`config.mk`:
```
export PLATFORM = sky130hd
export DESIGN_NAME = k_way_sorted_merge_top
export DESIGN_NICKNAME = d
export VERILOG_FILES = /design/src/sv/kwm_pkg.sv /design/src/sv/kwm_front.sv /design/src/sv/kwm_back.sv /design/src/sv/k_way_sorted_merge_top.sv
export SDC_FILE = /design/constraint.sdc
export NUM_CORES = 1
export LEC_CHECK = 0
export BUFFER_PORTS_ARGS = -buffer_cell sky130_fd_sc_hd__buf_2
export CAP_MARGIN = 25
export CORE_MARGIN = 2
export CORE_UTILIZATION = 34
export DETAILED_ROUTE_END_ITERATION = 7
export GPL_TIMING_DRIVEN = 0
export HOLD_SLACK_MARGIN = 0.15
export RECOVER_POWER = 25
export SYNTH_ARGS = -nofsm -noshare
export SYNTH_HDL_FRONTEND = slang
export SYNTH_SLANG_ARGS = --single-unit
```
`constraint.sdc`:
```
create_clock -name clk -period 12.3 [get_ports clk]
set_input_delay 0.615 -clock clk [delete_from_list [all_inputs] [get_ports clk]]
set_output_delay 0.615 -clock clk [all_outputs]
set_load 0.01 [all_outputs]
```
`src/sv/kwm_pkg.sv`:
```
// Shared types and constants of the k-way sorted merge.
// No dependencies; imported by every module of the block.
package kwm_pkg;

  localparam int CFG_W  = 4;
  localparam int LANE_F_W = 3;
  localparam int VAL_W  = 32;
  localparam int KIND_W = 2;

  localparam logic [CFG_W-1:0] CFG_LANES_RESET = 4'd8;

  localparam logic [KIND_W-1:0] KIND_VALUE  = 2'd0;
  localparam logic [KIND_W-1:0] KIND_REJECT = 2'd1;
  localparam logic [KIND_W-1:0] KIND_DONE   = 2'd2;

  // One classified item on its way from the front to the back.
  typedef struct packed {
    logic                    bad;      // lane outside the lanes in use
    logic [LANE_F_W-1:0]     lane;
    logic signed [VAL_W-1:0] value;
    logic                    is_end;
  } kwm_op_t;

endpackage

```
`src/sv/kwm_front.sv`:
```
// Front of the merge: accepts input beats, flags out-of-range lanes and
// buffers them in a two-entry queue. Depends on kwm_pkg.
module kwm_front
  import kwm_pkg::*;
#(
  parameter int CNT_W = 4
) (
  input  logic                    clk,
  input  logic                    rst_n,
  input  logic                    in_valid,
  output logic                    in_stall,
  input  logic [LANE_F_W-1:0]     in_lane,
  input  logic signed [VAL_W-1:0] in_value,
  input  logic                    in_is_end,
  input  logic [CNT_W-1:0]        act_lanes,
  output logic                    q_valid,
  output kwm_op_t                 q_op,
  input  logic                    q_pop
);

  kwm_op_t     fifo_r [2];
  logic        wr_ptr_r, wr_ptr_nxt;
  logic        rd_ptr_r, rd_ptr_nxt;
  logic [1:0]  cnt_r, cnt_nxt;
  logic        push;
  logic        pop;
  kwm_op_t     op_in;

  assign in_stall = (cnt_r == 2'd2);
  assign push     = in_valid && !in_stall;
  assign pop      = q_pop && (cnt_r != 2'd0);
  assign q_valid  = (cnt_r != 2'd0);
  assign q_op     = fifo_r[rd_ptr_r];

  always_comb begin
    op_in.bad    = (32'(in_lane) >= 32'(act_lanes));
    op_in.lane   = in_lane;
    op_in.value  = in_value;
    op_in.is_end = in_is_end;
  end

  always_comb begin
    wr_ptr_nxt = push ? ~wr_ptr_r : wr_ptr_r;
    rd_ptr_nxt = pop ? ~rd_ptr_r : rd_ptr_r;
    cnt_nxt    = cnt_r + 2'(push) - 2'(pop);
  end

  always_ff @(posedge clk) begin
    if (!rst_n) begin
      wr_ptr_r <= 1'b0;
      rd_ptr_r <= 1'b0;
      cnt_r    <= 2'd0;
    end else begin
      wr_ptr_r <= wr_ptr_nxt;
      rd_ptr_r <= rd_ptr_nxt;
      cnt_r    <= cnt_nxt;
    end
  end

  always_ff @(posedge clk) begin
    if (push) begin
      fifo_r[wr_ptr_r] <= op_in;
    end
  end

endmodule

```
`src/sv/kwm_back.sv`:
```
// Back of the merge: lane head slots, end marks, minimum scan and the
// output register. Depends on kwm_pkg; fed by kwm_front.
module kwm_back
  import kwm_pkg::*;
#(
  parameter int LANES  = 8,
  parameter int LANE_W = 3,
  parameter int CNT_W  = 4
) (
  input  logic                    clk,
  input  logic                    rst_n,
  input  logic [CNT_W-1:0]        act_lanes,
  input  logic                    q_valid,
  input  kwm_op_t                 q_op,
  output logic                    q_pop,
  output logic                    out_valid,
  input  logic                    out_stall,
  output logic [KIND_W-1:0]       out_kind,
  output logic signed [VAL_W-1:0] out_merged_value,
  output logic [LANE_F_W-1:0]     out_source_lane
);

  localparam logic [1:0] ST_IDLE = 2'd0;
  localparam logic [1:0] ST_SCAN = 2'd1;
  localparam logic [1:0] ST_EMIT = 2'd2;

  logic [1:0]              st_r, st_nxt;
  logic [LANES-1:0]        full_r, full_nxt;
  logic [LANES-1:0]        ended_r, ended_nxt;
  logic signed [VAL_W-1:0] heads_r [LANES];
  logic [LANE_W-1:0]       idx_r, idx_nxt;
  logic [LANE_W-1:0]       best_r, best_nxt;
  logic signed [VAL_W-1:0] bval_r, bval_nxt;
  logic                    found_r, found_nxt;
  logic [KIND_W-1:0]       res_kind_r, res_kind_nxt;
  logic signed [VAL_W-1:0] res_val_r, res_val_nxt;
  logic [LANE_F_W-1:0]     res_lane_r, res_lane_nxt;
  logic                    out_valid_r, out_valid_nxt;
  logic [KIND_W-1:0]       out_kind_r;
  logic signed [VAL_W-1:0] out_val_r;
  logic [LANE_F_W-1:0]     out_lane_r;

  logic [LANES-1:0]        used;
  logic [LANE_W-1:0]       li;
  logic                    head_we;
  logic                    take;
  logic                    last;
  logic                    fin_found;
  logic [LANE_W-1:0]       fin_idx;
  logic signed [VAL_W-1:0] fin_val;
  logic                    out_load;

  always_comb begin
    for (int i = 0; i < LANES; i++) begin
      used[i] = (i < int'(act_lanes));
    end
  end

  assign li        = LANE_W'(q_op.lane);
  assign take      = full_r[idx_r] && (!found_r || (heads_r[idx_r] < bval_r));
  assign last      = (idx_r == LANE_W'(act_lanes - 1'b1));
  assign fin_found = found_r || take;
  assign fin_idx   = take ? idx_r : best_r;
  assign fin_val   = take ? heads_r[idx_r] : bval_r;

  always_comb begin
    st_nxt       = st_r;
    full_nxt     = full_r;
    ended_nxt    = ended_r;
    idx_nxt      = idx_r;
    best_nxt     = best_r;
    bval_nxt     = bval_r;
    found_nxt    = found_r;
    res_kind_nxt = res_kind_r;
    res_val_nxt  = res_val_r;
    res_lane_nxt = res_lane_r;
    q_pop        = 1'b0;
    head_we      = 1'b0;
    out_load     = 1'b0;
    case (st_r)
      ST_IDLE: begin
        if (q_valid) begin
          q_pop = 1'b1;
          if (q_op.bad || ended_r[li] || full_r[li]) begin
            res_kind_nxt = KIND_REJECT;
            res_val_nxt  = '0;
            res_lane_nxt = q_op.lane;
            st_nxt       = ST_EMIT;
          end else begin
            if (q_op.is_end) begin
              ended_nxt[li] = 1'b1;
            end else begin
              full_nxt[li] = 1'b1;
              head_we      = 1'b1;
            end
            // every lane in use is ready: start the minimum scan
            if (((full_nxt | ended_nxt) & used) == used) begin
              idx_nxt   = '0;
              found_nxt = 1'b0;
              st_nxt    = ST_SCAN;
            end
          end
        end
      end
      ST_SCAN: begin
        if (!last) begin
          idx_nxt   = idx_r + 1'b1;
          found_nxt = fin_found;
          best_nxt  = fin_idx;
          bval_nxt  = fin_val;
        end else begin
          if (fin_found) begin
            full_nxt[fin_idx] = 1'b0;
            res_kind_nxt      = KIND_VALUE;
            res_val_nxt       = fin_val;
            res_lane_nxt      = LANE_F_W'(fin_idx);
          end else begin
            // all lanes ended and drained: clear for the next merge
            full_nxt     = '0;
            ended_nxt    = '0;
            res_kind_nxt = KIND_DONE;
            res_val_nxt  = '0;
            res_lane_nxt = '0;
          end
          st_nxt = ST_EMIT;
        end
      end
      ST_EMIT: begin
        // hold the result until the output register frees up
        out_load = !out_valid_r || !out_stall;
        if (out_load) begin
          st_nxt = ST_IDLE;
        end
      end
      default: begin
        st_nxt = ST_IDLE;
      end
    endcase
    out_valid_nxt = out_load || (out_valid_r && out_stall);
  end

  always_ff @(posedge clk) begin
    if (!rst_n) begin
      st_r        <= ST_IDLE;
      full_r      <= '0;
      ended_r     <= '0;
      out_valid_r <= 1'b0;
    end else begin
      st_r        <= st_nxt;
      full_r      <= full_nxt;
      ended_r     <= ended_nxt;
      out_valid_r <= out_valid_nxt;
    end
  end

  always_ff @(posedge clk) begin
    idx_r      <= idx_nxt;
    best_r     <= best_nxt;
    bval_r     <= bval_nxt;
    found_r    <= found_nxt;
    res_kind_r <= res_kind_nxt;
    res_val_r  <= res_val_nxt;
    res_lane_r <= res_lane_nxt;
    if (head_we) begin
      heads_r[li] <= q_op.value;
    end
    if (out_load) begin
      out_kind_r <= res_kind_r;
      out_val_r  <= res_val_r;
      out_lane_r <= res_lane_r;
    end
  end

  assign out_valid        = out_valid_r;
  assign out_kind         = out_kind_r;
  assign out_merged_value = out_val_r;
  assign out_source_lane  = out_lane_r;

endmodule

```
`src/sv/k_way_sorted_merge_top.sv`:
```
// Top level of the k-way sorted merge: lane count register, front queue
// and back merge engine. Depends on kwm_pkg, kwm_front and kwm_back.
//
// Usage:
//   Input beats (in_lane, in_value, in_is_end) each deliver the next value of
//   one lane or mark that lane ended. Once every lane in use holds a head or
//   has ended, the smallest head goes out with its lane (kind 0), lowest lane
//   on ties. Beats to a full slot, an ended lane or a lane outside the lanes
//   in use come back as kind 1. When all lanes have ended and drained, a
//   kind 2 beat is given and the merge state clears for the next run.
//   cfg_wr_en/cfg_wr_data set the lane count; write it only while idle.
// Flow:
//   A beat passes a two-entry queue, then the update state of the back end.
//   A beat that completes the lane set then runs the minimum scan, which
//   visits the head slots of the lanes in use one after another, and its
//   result goes through the emit state to the output register; a reject goes
//   to emit straight from the update state. The scan sets the sustained rate.
// Reset and stall:
//   Reset empties the queue, clears all slots and end marks and sets the lane
//   count to 8. A stalled result holds in the output register; the queue
//   keeps taking beats until it is full, then raises in_stall.
module k_way_sorted_merge_top
  import kwm_pkg::*;
#(
  parameter int LANES = 8
) (
  input  logic                    clk,
  input  logic                    rst_n,
  input  logic                    in_valid,
  output logic                    in_stall,
  input  logic [LANE_F_W-1:0]     in_lane,
  input  logic signed [VAL_W-1:0] in_value,
  input  logic                    in_is_end,
  output logic                    out_valid,
  input  logic                    out_stall,
  output logic [KIND_W-1:0]       out_kind,
  output logic signed [VAL_W-1:0] out_merged_value,
  output logic [LANE_F_W-1:0]     out_source_lane,
  input  logic                    cfg_wr_en,
  input  logic [CFG_W-1:0]        cfg_wr_data
);

  localparam int LANE_W = $clog2(LANES);
  localparam int CNT_W  = $clog2(LANES + 1);

  logic [CFG_W-1:0] cfg_lanes_r, cfg_lanes_nxt;
  logic [CNT_W-1:0] act_lanes;
  logic             q_valid;
  kwm_op_t          q_op;
  logic             q_pop;

  assign cfg_lanes_nxt = cfg_wr_en ? cfg_wr_data : cfg_lanes_r;

  always_ff @(posedge clk) begin
    if (!rst_n) begin
      cfg_lanes_r <= CFG_LANES_RESET;
    end else begin
      cfg_lanes_r <= cfg_lanes_nxt;
    end
  end

  // Clamp the lane count to 1..LANES.
  always_comb begin
    if (cfg_lanes_r == '0) begin
      act_lanes = CNT_W'(1);
    end else if (32'(cfg_lanes_r) > LANES) begin
      act_lanes = CNT_W'(LANES);
    end else begin
      act_lanes = CNT_W'(cfg_lanes_r);
    end
  end

  kwm_front #(
    .CNT_W (CNT_W)
  ) u_front (
    .clk       (clk),
    .rst_n     (rst_n),
    .in_valid  (in_valid),
    .in_stall  (in_stall),
    .in_lane   (in_lane),
    .in_value  (in_value),
    .in_is_end (in_is_end),
    .act_lanes (act_lanes),
    .q_valid   (q_valid),
    .q_op      (q_op),
    .q_pop     (q_pop)
  );

  kwm_back #(
    .LANES  (LANES),
    .LANE_W (LANE_W),
    .CNT_W  (CNT_W)
  ) u_back (
    .clk              (clk),
    .rst_n            (rst_n),
    .act_lanes        (act_lanes),
    .q_valid          (q_valid),
    .q_op             (q_op),
    .q_pop            (q_pop),
    .out_valid        (out_valid),
    .out_stall        (out_stall),
    .out_kind         (out_kind),
    .out_merged_value (out_merged_value),
    .out_source_lane  (out_source_lane)
  );

endmodule

```
==> impl_metrics.tcl <==
set metrics [dict create \
    fin_nets 1387 \
    dieArea_um2 59300 \
    min_period_over_period_pct 44.3 \
    fp.dieW_um 244 \
    numCtsBuffers 49 \
    min_period_ps 5450 \
    arrival_ps 5770 \
    postSynthAreaPerCell_um2 17.1 \
    cts_sinks 474 \
    tightest_slew_ps 1940 \
    grt_pass1_vias 10600 \
    p_leak_nw 7.65 \
    maxSlewViolCount 58 \
    vias 10400 \
    synth-seq-cells 474 \
    dp_hpwl_mm 30.1 \
    synth_seq_area_share_pct 71.3 \
    cts_root_buf "clkbuf_16" \
    netlist_instances 1139 \
    rsz0062_at_grt "no" \
    area_growth_pct 17.5 \
    ys_warn_count 0 \
    die_h_um 244 \
    crit_buf_inv 4 \
    clock_latency_ps 590 \
    synth.cell_area_um2 19500 \
    r2r_setup_slack_ps 6850 \
    synth_edf_count 443 \
    r2r-end "u_back.res_lane_r[1]" \
    worst_hold_path.endpoint "u_front.fifo_r[1][21]" \
    n_antenna_cell 0 \
    ctsResizeCount 0 \
    routed_wl_mm 43.3 \
    finalPower_mw 4.73 \
    io_pins 84 \
    syn_nets 1224 \
    design.core.area_um2 56600 \
    cts_tree "done" \
    min_path_type "input port to flop" \
    drcViolationCount 0 \
    irDropWorstVdd_mv 0.0955 \
    cp_num_cells 15 \
    finClkSkew_ps 17.4 \
    yosysUniqueCellTypes 71 \
    cts.clk_slew.worst_paths_ps 60 \
    worstPathRequired_ps 12620 \
    gp_congestion 0.876 \
    cp_slowest_cell "or4_4" \
    maxSlewHeadroom_pct -29.6 \
    grt_max_degree 38 \
    cts_hold_buf 0 \
    status "finished, violations left" \
    critPathLaunchType "flop" \
    async_flop_share_pct 0 \
    post_cts.repair.setup_buffers 0 \
    violations "max-capacitance violations, max-slew violations" \
    fmax_ghz 0.183 \
    fillCellCount 5124 \
    antenna_left 0 \
    synth_top_area_share_pct 68.1 \
    detail_route.wl_per_cell_um 20.6 \
    cpLargestDelayFamily "simple AND/OR/NAND/NOR gates" \
    grt.overflow.total 0 \
    cp_max_fo 10 \
    final_layout_size_suffix_gt1_share_pct 23.2 \
    cellPowerDensity_nw_per_um2 206 \
    cp_cell_sequence "buf_2, buf_1, buf_6, mux4_2, mux2_2, ha_1, nand4_2, or4_4, or4_4, o32ai_4, o2bb2ai_2, or2_4, buf_6, mux2_1, o2bb2ai_1" \
    fp-row-count 87 \
    start_util_pct 34.5 \
    cts_htree_levels 2 \
    cp_slowest_stage_delay_ps 590 \
    drt_iter0_drc 844 \
    worst-r2r-cell-count 15 \
    ys.flop_type "edfxtp_1" \
    grt.total_usage_pct 14.6 \
    setup_violations 0 \
    hp-start "in_value[20]" \
    grt_pass1_wl_mm 65.4 \
    holdPathStages 1 \
    via_per_inst 4.96 \
    maxCapViolations 2 \
    yosysTopAreaCell "edfxtp_1" \
    endpoint_kind "flop" \
    cts_buffer_depth 3 \
    synth.top_cells.by_area "edfxtp_1 (68%), mux4_2 (7.6%), mux2_2 (3.8%), dfxtp_1 (3.2%), ha_1 (2.6%)" \
    path_class "flop to flop" \
    io_buffers 81 \
    antenna_found_initial 2 \
    first_pass_iters 5 \
    hold_viol_final 0 \
    fin_tns_setup_ps 0 \
]
flip-flops by register name, indices dropped and copies added, names as in the netlist, named ones only:
register,count
u_back.bval_r,32
u_back.best_r,3
u_front.rd_ptr_r,1
u_back.st_r,2
u_back.res_val_r,32
u_front.fifo_r,74
u_back.heads_r,256
u_back.res_lane_r,3
u_back.out_kind,2
u_back.full_r,8
u_front.cnt_r,2
u_front.wr_ptr_r,1
u_back.idx_r,3
u_back.ended_r,8
cfg_lanes_r,4
u_back.found_r,1
u_back.out_source_lane,3
u_back.out_merged_value,32
u_back.res_kind_r,2
u_back.out_valid,1
layer usage:
metal,vias to the layer above,part of all wire (%),routed length (um),global-route usage [%]
li1,4812,-,-,-
met1,5242,44,19000,19.5
met2,287,47,20500,24.0
met3,58,5.6,2420,2.76
met4,2,3.0,1310,4.81
met5,-,0.023,10,0
cells by family after synthesis:
| group | after synthesis | share of synthesized area [%] |
|---|---|---|
| simple gates | 224 | 5.94 |
| xor+xnor | 8 | 0.359 |
| flops | 474 | 71.3 |
| fa+ha+maj | 40 | 2.56 |
| buf+inv | 102 | 2.15 |
| compound gates | 148 | 5.66 |
| mux | 143 | 12.0 |
synthesized netlist by cell type, types with 4 or more instances:
cell and count:
nor3b_1 4, mux2_2 66, buf_2 5, ha_1 40, nand4_1 6, a21oi_1 22, a211oi_1 4, nand2_1 35
buf_6 4, o22ai_1 4, a31oi_1 6, and3_1 6, a22oi_1 8, o32ai_1 5, dfxtp_1 31, nand3_1 10
buf_1 10, nor2_1 53, a21oi_2 30, xnor2_1 5, nand2b_1 5, edfxtp_1 443, mux4_2 66, nor2b_1 4
and2_1 37, nor3_1 44, clkbuf_1 29, a21o_1 4, o21ai_0 16, mux2i_1 8, inv_1 52, o31ai_1 5
o21ai_1 6
area by class of cell:
class,instances,area [um^2],area share (%)
Clock buffer,58,1260,5.49
Tap cell,756,946,4.12
Clock inverter,34,427,1.86
Timing Repair Buffer,112,728,3.17
Multi-Input combinational cell,563,5240,22.8
Buffer,48,216,0.944
Sequential cell,474,13900,60.7
Inverter,54,203,0.884
cell usage in the layout (no fill, tap or decap), types with 31 or more instances in the layout:
cell type,synthesis,layout
mux4_2,66,66
ha_1,40,40
dfxtp_1,31,31
nand2_1,35,35
and2_1,37,36
clkbuf_1,29,108
edfxtp_1,443,443
clkbuf_16,0,49
inv_1,52,51
nor2_1,53,49
nor3_1,44,39
mux2_2,66,66
power breakdown:
part           switching [mW]  total (mW)  internal [mW]
clock                   0.614        1.54          0.928
sequential             0.0470        2.10           2.05
combinational           0.661        1.08          0.423
total                    1.32        4.72           3.40
metrics by stage:
step / util [%] / setup slack (ps) / std cells / area (um^2) / hold slack (ps)
CTS: 40.6 / 6590 / 2094 / 23000 / 172
global route: 40.5 / 6550 / 2099 / 22900 / 175
finish: 40.5 / 6850 / 2099 / 22900 / 214
detailed placement: 37.7 / 6620 / 2002 / 21300 / 405
floorplan: - / 7500 / 1139 / 19500 / 400
global placement: 36.9 / 4180 / 1976 / 20900 / 406
how the worst max path moves through the flow:
| stage | end | slack (ps) |
|---|---|---|
| 5_1_grt | u_back.res_lane_r[1] | 6550 |
| 3_3_place_gp | u_back.heads_r[2][9] | 4180 |
| 4_1_cts | u_back.res_lane_r[1] | 6590 |
| 3_5_place_dp | u_back.res_lane_r[1] | 6620 |
| 6_report | u_back.res_lane_r[1] | 6850 |
| 2_1_floorplan | u_back.res_lane_r[1] | 7500 |
Note: power is estimated with default switching activity, not from simulation.
